--- src/rtl/core/vibalu_pkg.sv ---
// Package for the integer binary ALU: operation codes, queue word and pipeline types.
// Used by every module in rtl/core; depends on nothing else.
`default_nettype none

package vibalu_pkg;

    localparam int DATA_WIDTH_DEF = 64;
    localparam int QUEUE_DEPTH    = 2;
    localparam logic [5:0] SHIFT_MASK = 6'h3f;

    localparam logic [4:0] K_ADD    = 5'd0;
    localparam logic [4:0] K_SUB    = 5'd1;
    localparam logic [4:0] K_MUL    = 5'd2;
    localparam logic [4:0] K_INTDIV = 5'd3;
    localparam logic [4:0] K_DIVMOD = 5'd4;
    localparam logic [4:0] K_REM    = 5'd5;
    localparam logic [4:0] K_MOD    = 5'd6;
    localparam logic [4:0] K_EQ     = 5'd7;
    localparam logic [4:0] K_NEQ    = 5'd8;
    localparam logic [4:0] K_IS     = 5'd9;
    localparam logic [4:0] K_LT     = 5'd10;
    localparam logic [4:0] K_LTE    = 5'd11;
    localparam logic [4:0] K_GT     = 5'd12;
    localparam logic [4:0] K_GTE    = 5'd13;
    localparam logic [4:0] K_AND    = 5'd14;
    localparam logic [4:0] K_OR     = 5'd15;
    localparam logic [4:0] K_XOR    = 5'd16;
    localparam logic [4:0] K_LSH    = 5'd17;
    localparam logic [4:0] K_RSH    = 5'd18;

    typedef struct packed {
        logic [4:0]  kind;
        logic [63:0] a;
        logic [63:0] b;
        logic        any_null;
        logic        both_null;
        logic        div_op;
    } qword_t;

    typedef struct packed {
        logic [4:0]  kind;
        logic        a_neg;
        logic [63:0] b;
        logic [63:0] num;
        logic [63:0] den;
        logic [63:0] rem;
        logic [63:0] quo;
        logic [63:0] res;
        logic [63:0] pl;
        logic [31:0] p1;
        logic [31:0] p2;
        logic        isnull;
        logic        status;
        logic        dv;
    } pipe_t;

    function automatic logic [63:0] sx(input logic [63:0] v, input int w);
        logic [63:0] mask;
        logic [63:0] sign;
        mask = ~64'd0 >> (64 - w);
        sign = 64'd1 << (w - 1);
        return ((v & mask) ^ sign) - sign;
    endfunction

endpackage

`default_nettype wire

--- src/rtl/core/vibalu_queue.sv ---
// Short queue of classified words between the front end and the execution pipeline.
// Depends on vibalu_pkg.
`default_nettype none

module vibalu_queue
    import vibalu_pkg::*;
(
    input  wire logic   clk,
    input  wire logic   rst_n,
    input  wire logic   push,
    input  qword_t      push_word,
    input  wire logic   pop,
    output logic        full,
    output logic        empty,
    output qword_t      pop_word
);

    qword_t     mem_reg [QUEUE_DEPTH];
    logic [0:0] wr_ptr_reg;
    logic [0:0] wr_ptr_next;
    logic [0:0] rd_ptr_reg;
    logic [0:0] rd_ptr_next;
    logic [1:0] count_reg;
    logic [1:0] count_next;

    always_comb
    begin
        full        = count_reg == 2'(QUEUE_DEPTH);
        empty       = count_reg == 2'd0;
        pop_word    = mem_reg[rd_ptr_reg];
        wr_ptr_next = push ? wr_ptr_reg + 1'b1 : wr_ptr_reg;
        rd_ptr_next = pop ? rd_ptr_reg + 1'b1 : rd_ptr_reg;
        count_next  = count_reg + {1'b0, push} - {1'b0, pop};
    end

    always_ff @(posedge clk)
    begin
        if (push)
        begin
            mem_reg[wr_ptr_reg] <= push_word;
        end
    end

    always_ff @(posedge clk or negedge rst_n)
    begin
        if (!rst_n)
        begin
            wr_ptr_reg <= '0;
            rd_ptr_reg <= '0;
            count_reg  <= '0;
        end
        else
        begin
            wr_ptr_reg <= wr_ptr_next;
            rd_ptr_reg <= rd_ptr_next;
            count_reg  <= count_next;
        end
    end

endmodule

`default_nettype wire

--- config.mk ---
export PLATFORM = sky130hd
export DESIGN_NAME = vibalu_queue
export DESIGN_NICKNAME = d
export VERILOG_FILES = /design/src/rtl/core/vibalu_pkg.sv /design/src/rtl/core/vibalu_queue.sv
export SDC_FILE = /design/constraint.sdc
export NUM_CORES = 1
export LEC_CHECK = 0
export BUFFER_PORTS_ARGS = -buffer_cell sky130_fd_sc_hd__buf_4
export CORE_AREA = 8 8 137 152
export CTS_CLUSTER_SIZE = 28
export DETAILED_ROUTE_END_ITERATION = 8
export DIE_AREA = 0 0 145 160
export PLACE_DENSITY = 0.84
export SYNTH_ARGS = -nofsm -noshare
export SYNTH_HDL_FRONTEND = slang
export SYNTH_SLANG_ARGS = --single-unit
--- constraint.sdc ---
create_clock -name clk -period 12.4 [get_ports clk]
set_clock_uncertainty 0.05 [all_clocks]
set_input_delay 1.24 -clock clk [delete_from_list [all_inputs] [get_ports clk]]
set_output_delay 1.24 -clock clk [all_outputs]
set_load 0.1 [all_outputs]
======== Yosys cells after proc, flatten, opt, wreduce, memory -nomap -nowiden ========
Memories as Yosys holds them, arrays and structs flattened.
Index checks and enable logic that the tools add are counted.
operators by class
  muxes and demuxes ....................... 2
  add/sub/neg operators ................... 4
  reductions and logical operators ........ 1
  equal/unequal tests ..................... 1
operators with widths
  operator                               count
  adder 1 bit (second input constant)    2
  adder 2 x 1 -> 2 bit                   1
  == test 2 bit (second input constant)  1
  zero test 2 bit                        1
  two-way mux 1 bit                      2
  subtractor 2 x 1 -> 2 bit              1
storage, ports and cells
  bits in writable memories ............... 272
  logic and storage cells ................. 12
  output and inout bits ................... 138
  memories ................................ 1
  flip-flop bits (word level) ............. 4
  bits of input ports ..................... 140
memories
  memory   words  width  read ports  clocked after memory_dff  write ports  line                RTL
  mem_reg  2      136    1           0                         1            vibalu_queue.sv:18  qword_t mem_reg [QUEUE_DEPTH];

======== Logic depth before layout (Yosys ltp) ========
Gate-level depths: netlist of the first run.
  depth after elaboration ................. 2
  gate-level depth with buffers ........... 5

======== Worst setup path after synthesis of the first run ========
No wires, ideal clock.
  path kind ............................... input port to flip-flop
  from .................................... input port push
  to ...................................... memory mem_reg[0][0] (netlist name), enable pin
  data arrival time ....................... 7.130 ns
  stages on the path ...................... 1
  data required time ...................... 11.701 ns
  path slack .............................. 4.571 ns
  cells stage by stage .................... nor2b_1
between the ends
  longest elaborated chain between the ends .. 2
ends and longest elaborated chain
  what                                     line                RTL
  from (decl)                              vibalu_queue.sv:10  input wire logic push,
  two-way mux 1 bit                        vibalu_queue.sv:38  if (push)
  two-way mux 1 bit (not written as such)  vibalu_queue.sv:40  mem_reg[wr_ptr_reg] <= push_word;
  to (decl)                                vibalu_queue.sv:18
Every way passes these cells.

==> results of run 1 <==
[Yosys cell counts, drive strengths merged]
| cell | count |
|---|---|
| nor2b | 2 |
| clkbuf | 10 |
| xor2 | 2 |
| and2 | 1 |
| edfxtp | 272 |
| buf | 5 |
| inv | 2 |
| xor3 | 1 |
| dfrtp | 4 |
| mux2 | 136 |
| ha | 2 |
| nor2 | 1 |
[metrics by stage]
stage	hold slack [ns]	cell area [um^2]	utilization [%]	cells
finish	0.457	13200	72.8	994
global route	0.430	13200	72.8	994
CTS	0.433	13200	72.8	994
detailed placement	0.499	12300	67.9	947
global placement	0.482	12300	67.9	947
floorplan	0.405	10100	-	438
[cells by family after synthesis]
| group | synth area share, % |
|---|---|
| simple gates | 0.223 |
| mux | 15.2 |
| xor+xnor | 0.409 |
| fa+ha+maj | 0.248 |
| flops | 81.9 |
| buf+inv | 2.00 |
[cells in the final DEF, fill, tap and decap left out, drive strengths merged]
master,instances
xor3,1
inv,2
buf,281
clkinv,11
clkbuf,29
edfxtp,272
xor2,2
dfrtp,4
and2,1
nor2,1
clkinvlp,2
mux2,136
nor2b,2
bufinv,5
ha,2
[worst max-delay path by stage]
stage	start	end	depth (start not counted)
5_1_grt	rd_ptr_reg$_DFFE_PN0P_	pop_word[45]	3
6_report	rd_ptr_reg$_DFFE_PN0P_	pop_word[45]	3
3_3_place_gp	rd_ptr_reg$_DFFE_PN0P_	pop_word[45]	3
3_5_place_dp	rd_ptr_reg$_DFFE_PN0P_	pop_word[45]	3
4_1_cts	rd_ptr_reg$_DFFE_PN0P_	pop_word[45]	3
2_1_floorplan	push	mem_reg[0][0]$_DFFE_PP_	1
[critical path: stages, from the launching register on]
cell	delay [ns]
dfrtp_4	0.82
buf_4	0.97
mux2_2	0.44
buf_4	0.24
[routing by layer]
layer  track usage [%]  vias up  wire (um)
met4              7.28        2        706
met5                 0        -         15
met3              5.14       43       1540
met2              34.0      214      12000
met1              18.4     2564       7520
li1                  -     2326          -
[final cells by class]
type                            instances  area (um^2)
Clock buffer                           29          683
Clock inverter                         18          211
Fill cell                            1089         4930
Inverter                                2         7.51
Multi-Input combinational cell        145         1630
Sequential cell                       276         8270
Tap cell                              243          304
Timing Repair Buffer                  281         2110
==> results.json, run 1 <==
{
  "tightest_slew_ns": 1.22,
  "cts.sinks": 276,
  "synth_nets": 580,
  "viasPerCell": 5.18,
  "netlist_instances": 438,
  "tns_ns": 0,
  "area_growth_pct": 31.0,
  "yosys.area.top_type": "edfxtp_1",
  "cts_hold_buf": 0,
  "critPathLaunchType": "flop",
  "grt_pass1_wl_mm": 32.6,
  "finalCritPeriodShare_pct": 35.8,
  "drive_above_1_share_pct": 61.0,
  "largest_reg_flops": 272,
  "syn_area_um2": 10100,
  "grt_pass1_vias": 5776,
  "grt.overflow.total": 0,
  "ff2ff_setup_slack_ns": 9.82,
  "post_cts_buffers": 0,
  "r2r_start": "wr_ptr_reg$_DFFE_PN0P_",
  "drtAntennaViolNets": 0,
  "drtIter0Drc": 243,
  "synthDistinctLibCells": 12,
  "fmax_ghz": 0.225,
  "fin_nets": 874,
  "clkLatencyLatePin_ns": 0.52,
  "cap_violations": 0,
  "clockBufferDepth": 3,
  "cts_buffers": 26,
  "num_io_pins": 278,
  "postSynthAreaPerCell_um2": 23.0,
  "vias": 5149,
  "path_clk_slew_ns": 0.06,
  "cp.required_ns": 11.11,
  "grt_max_degree": 92,
  "grtUsageTotal_pct": 18.1,
  "yosysTopAreaCellShare_pct": 81.0,
  "die_area_um2": 23200,
  "path_class": "reg -> out",
  "dieWidth_um": 145,
  "root_buffer": "clkbuf_16",
  "die_y_um": 160,
  "fp-row-count": 52,
  "synth_area_leaders": "edfxtp_1, mux2_2, clkbuf_8, dfrtp_1, buf_6",
  "place_congestion": 0.761,
  "rsz0062_at_grt": "false",
  "crit_fanout": 91,
  "timing.rr.end": "mem_reg[1][19]$_DFFE_PP_",
  "antenna_cells": 0,
  "start_util_pct": 55.6,
  "arrival_ns": 3.15,
  "r2r_cells": 2,
  "ys_warn_count": 0,
  "routed_wl_mm": 21.8,
  "timing.final.hold_violations": 0,
  "cts_tree": "yes",
  "maxSlewViolCount": 0,
  "worstHoldPathType": "in -> async",
  "setup_slack_ns": 7.96,
  "cts_resized": 0,
  "dp_hpwl_mm": 15.1,
  "portBuffers": 277,
  "pre_cts_ws_ns": 8.49,
  "yosysSeqAreaShare_pct": 81.9,
  "h-tree-depth": 1,
  "status": "complete, no violations",
  "final.min_clock_period_ns": 4.44,
  "slew_headroom_pct": 18.5,
  "detail_route.wl_per_cell_um": 21.9,
  "setup_viol": 0,
  "cp-end-kind": "output pin",
  "core-area_um2": 18200,
  "drc": 0,
  "antenna_found_initial": 1,
  "dr.pass1.iters": 4,
  "ys_ff_latch": 276
}
Power of run 1 is not shown: default switching activity piles up to over one toggle a cycle in this logic, so the estimate is an artifact.
==> run 2, diff against run 1 <==
Settings changed: CORE_AREA 8 8 137 152 to 8 8 149 165, DIE_AREA 0 0 145 160 to 0 0 157 173, PLACE_DENSITY 0.84 to 0.75.
Clock period 12.4 ns to 3.7 ns, I/O delays scaled along.
==> results.json, run 2 (same netlist as run 1, synthesis figures left out) <==
{
  "status": "complete, no violations",
  "max_stage_delay_ns": 0.84,
  "area_growth_pct": 47.1,
  "viasPerCell": 4.78,
  "dr.pass1.iters": 4,
  "antenna_found_initial": 0,
  "cts_buffers": 28,
  "clockBufferDepth": 3,
  "fin_nets": 1021,
  "tightest_slew_ns": 0.893,
  "dp_hpwl_mm": 14.7,
  "arrival_ns": 2.45,
  "portBuffers": 277,
  "hold_ws_ns": 0.168,
  "root_buffer": "clkbuf_16",
  "drtAntennaViolNets": 0,
  "setup_viol": 0,
  "cp-end-kind": "output pin",
  "die_y_um": 173,
  "final_cell_mix": "buf_4, edfxtp_1, dlygate4sd3_1",
  "detail_route.wl_per_cell_um": 20.1,
  "critPathLaunchType": "flop",
  "final_cells": 1196,
  "drtIter0Drc": 236,
  "worstHoldPathType": "in -> async",
  "crit_chain": "buf_4 -> mux2_2 -> buf_4",
  "cts.sinks": 276,
  "final.min_clock_period_ns": 2.87,
  "maxSlewViolCount": 0,
  "clkLatencyLatePin_ns": 0.52,
  "h-tree-depth": 1,
  "drc": 0,
  "cts_resized": 0,
  "largest_reg_flops": 272,
  "final_common_cell": "buf_4",
  "fp-row-count": 57,
  "grt_pass1_vias": 6636,
  "cp.required_ns": 3.28,
  "slew_headroom_pct": 40.3,
  "routed_wl_mm": 24.1,
  "place_congestion": 0.759,
  "antenna_cells": 0,
  "core-area_um2": 21800,
  "post_cts_buffers": 0,
  "drive_above_1_share_pct": 52.5,
  "cap_violations": 0,
  "grt_max_degree": 73,
  "dieWidth_um": 157,
  "path_common_cell": "buf_4",
  "fmax_ghz": 0.349,
  "finalCritPeriodShare_pct": 77.5,
  "timing.final.hold_violations": 0,
  "start_util_pct": 46.4,
  "dp_cells": 1005,
  "num_io_pins": 278,
  "grt.overflow.total": 0,
  "tns_ns": 0,
  "cp_slowest_cell": "dfrtp_4",
  "path_class": "reg -> out",
  "fin_util_pct": 68.2,
  "grtUsageTotal_pct": 17.4,
  "path_buf_inv": 2,
  "rsz0062_at_grt": "false",
  "die_area_um2": 27200,
  "cts_tree": "yes",
  "crit_fanout": 43,
  "vias": 5711,
  "grt_pass1_wl_mm": 36.7,
  "path_clk_slew_ns": 0.06,
  "crit_family": "flip-flops"
}
==> run 2: changes by cell type in the layout (fill, tap and decap cells not counted), sizes merged <==
cell / change
clkinvlp: +3
clkbuf: +3
bufinv: -1
dlygate4sd3: +139
buf: +6
==> run 2: area by class of cell <==
cell class,instances,area (um^2)
fill,1368,6910
tap,295,369
multi-input combinational,145,1630
timing repair buffer,426,3600
clock inverter,20,208
clock buffer,32,757
sequential,276,8270
inverter,2,7.51
==> run 2: worst register-to-register path, delay by kind of cell (launching register included) <==
family	cells	cell delay (ns)
buffers and inverters	1	0.44
DFF	1	0.42
and+or+nand+nor	1	0.72
==> run 2: per-layer routing <==
layer,up-vias,wire length (um),track usage [%]
li1,2632,-,-
met1,2838,8480,17.8
met2,204,13300,33.6
met3,37,1730,4.61
met4,0,522,4.69
met5,-,0,0
==> run 2: worst paths after layout <==
check / slack (ns) / cells after the start / to / from
min in group clk: 0.50 / 1 / wr_ptr_reg$_DFFE_PN0P_ / wr_ptr_reg$_DFFE_PN0P_
max: 0.83 / 3 / pop_word[28] / rd_ptr_reg$_DFFE_PN0P_
max in group asynchronous: 3.32 / 2 / rd_ptr_reg$_DFFE_PN0P_ / rst_n
max reg2reg: 1.74 / 2 / mem_reg[0][48]$_DFFE_PP_ / wr_ptr_reg$_DFFE_PN0P_
min: 0.17 / 2 / rd_ptr_reg$_DFFE_PN0P_ / rst_n
min reg2reg: 0.50 / 1 / wr_ptr_reg$_DFFE_PN0P_ / wr_ptr_reg$_DFFE_PN0P_
==> run 2: per-stage QoR <==
stage	worst slack [ns]	area, um^2
after floorplan	0.785	10100
after global placement	1.38	12500
after detailed placement	1.35	12500
after CTS	0.767	14800
after global routing	0.689	14800
final	0.833	14800
==> run 2: repair_timing <==
| item | CTS | global route |
|---|---|---|
| hold buffers | 139 | 0 |
| endpoints found under the hold margin | 278 | 0 |
| endpoints found under the setup margin | 0 | 0 |
Power of run 2 is left out for the same reason.
==> run 3, diff against run 2 <==
Clock period 3.7 ns to 2.6 ns, I/O delays scaled along.
==> results.json, run 3 (same netlist as run 1, synthesis figures left out) <==
{
  "cp.required_ns": 2.29,
  "pre_cts_ws_ns": 0.686,
  "die_y_um": 173,
  "viasPerCell": 4.80,
  "stdcell_area_um2": 14800,
  "cts.sinks": 276,
  "clkLatencyLatePin_ns": 0.51,
  "vias": 5724,
  "final.min_clock_period_ns": 2.47,
  "dp_hpwl_mm": 14.3,
  "hold_ws_ns": 0.0661,
  "routed_wl_mm": 23.8,
  "path_clk_slew_ns": 0.06,
  "area_growth_pct": 46.3,
  "grt_pass1_wl_mm": 36.3,
  "largest_reg_flops": 272,
  "maxSlewViolCount": 0,
  "crit_fanout": 112,
  "place_congestion": 0.749,
  "finalCritPeriodShare_pct": 95.0,
  "clockBufferDepth": 3,
  "path_class": "reg -> out",
  "path_buf_inv": 2,
  "drtAntennaViolNets": 0,
  "rsz0062_at_grt": "false",
  "cp-end-kind": "output pin",
  "setup_slack_ns": 0.129,
  "slew_headroom_pct": 57.9,
  "tightest_slew_ns": 0.632,
  "cts_tree": "yes",
  "crit_family": "buffers and inverters",
  "dpl_cell_area_um2": 12500,
  "status": "complete, no violations",
  "detail_route.wl_per_cell_um": 20.0,
  "cap_violations": 0,
  "start_util_pct": 46.4,
  "grt_pass1_vias": 6487,
  "arrival_ns": 2.16,
  "grt.overflow.total": 0,
  "max_stage_delay_ns": 0.46,
  "crit_chain": "buf_12 -> mux2_2 -> buf_4",
  "fin_nets": 1017,
  "grt_max_degree": 113,
  "critPathLaunchType": "flop",
  "final_common_cell": "buf_4",
  "core-area_um2": 21800,
  "die_area_um2": 27200,
  "tns_ns": 0,
  "final_cell_mix": "buf_4, edfxtp_1, dlygate4sd3_1",
  "drtIter0Drc": 259,
  "cp_slowest_cell": "buf_12",
  "portBuffers": 277,
  "cts_buffers": 28,
  "num_io_pins": 278,
  "fp-row-count": 57,
  "worstHoldPathType": "in -> async",
  "nFillCells": 1321,
  "grtUsageTotal_pct": 17.1,
  "drc": 0,
  "dr.pass1.iters": 4,
  "h-tree-depth": 1,
  "dieWidth_um": 157,
  "drive_above_1_share_pct": 51.6,
  "timing.final.hold_violations": 0,
  "fmax_ghz": 0.405,
  "antenna_found_initial": 4,
  "root_buffer": "clkbuf_16",
  "setup_viol": 0
}
run 3: changes by cell type in the layout (fill, tap and decap cells not counted):
cell        change
clkinv_2        -2
clkinv_1        -1
diode_2         +4
buf_12          +1
bufinv_16       -1
clkbuf_1        +5
clkbuf_8        -2
clkinvlp_4      -3
buf_4           -5
run 3: path summary, 6_finish.rpt:
kind	startpoint	end	slack, ns	cells past startpoint
max in group asynchronous	rst_n	rd_ptr_reg$_DFFE_PN0P_	2.32	2
worst min-delay path	rst_n	count_reg[1]$_DFF_PN0_	0.07	2
worst max register to register	wr_ptr_reg$_DFFE_PN0P_	mem_reg[1][8]$_DFFE_PP_	1.02	2
worst min register to register	wr_ptr_reg$_DFFE_PN0P_	wr_ptr_reg$_DFFE_PN0P_	0.50	1
worst max-delay path	rd_ptr_reg$_DFFE_PN0P_	pop_word[29]	0.13	3
min in group clk	push_word[24]	mem_reg[0][24]$_DFFE_PP_	0.42	2
run 3: what timing repair did:
action                    4_1_cts  5_1_grt
setup buffers                   0        0
resized for setup               0        0
hold endpoints to repair      279        0
hold buffers                  139        0
run 3: worst register-to-register path, stage by stage (launching register included):
cell     delay [ns]
dfrtp_1        0.42
and2_4         0.37
buf_12         0.36
run 3: routing by layer:
metal,up-vias,part of all wire (%),GRT usage [%]
met4,0,2.1,4.93
met3,40,7.5,4.86
met2,209,53,31.2
li1,2615,-,-
met5,-,0,0
met1,2860,37,18.8
run 3: cell type report:
class                           instances  area (um^2)  share of cell area (%)
Multi-Input combinational cell        145         1630                    11.0
Tap cell                              295          369                    2.50
Antenna cell                            4         10.0                  0.0678
Sequential cell                       276         8270                    56.1
Inverter                                2         7.51                  0.0509
Clock buffer                           35          748                    5.07
Clock inverter                         13          141                   0.958
Timing Repair Buffer                  422         3580                    24.2
run 3: through the flow:
step / utilization, % / std cells
after CTS: 67.8 / 1188
after floorplan: - / 438
final: 67.8 / 1192
after detailed placement: 57.3 / 1001
after global placement: 57.3 / 1001
after global routing: 67.8 / 1192
Power of run 3 is left out for the same reason.
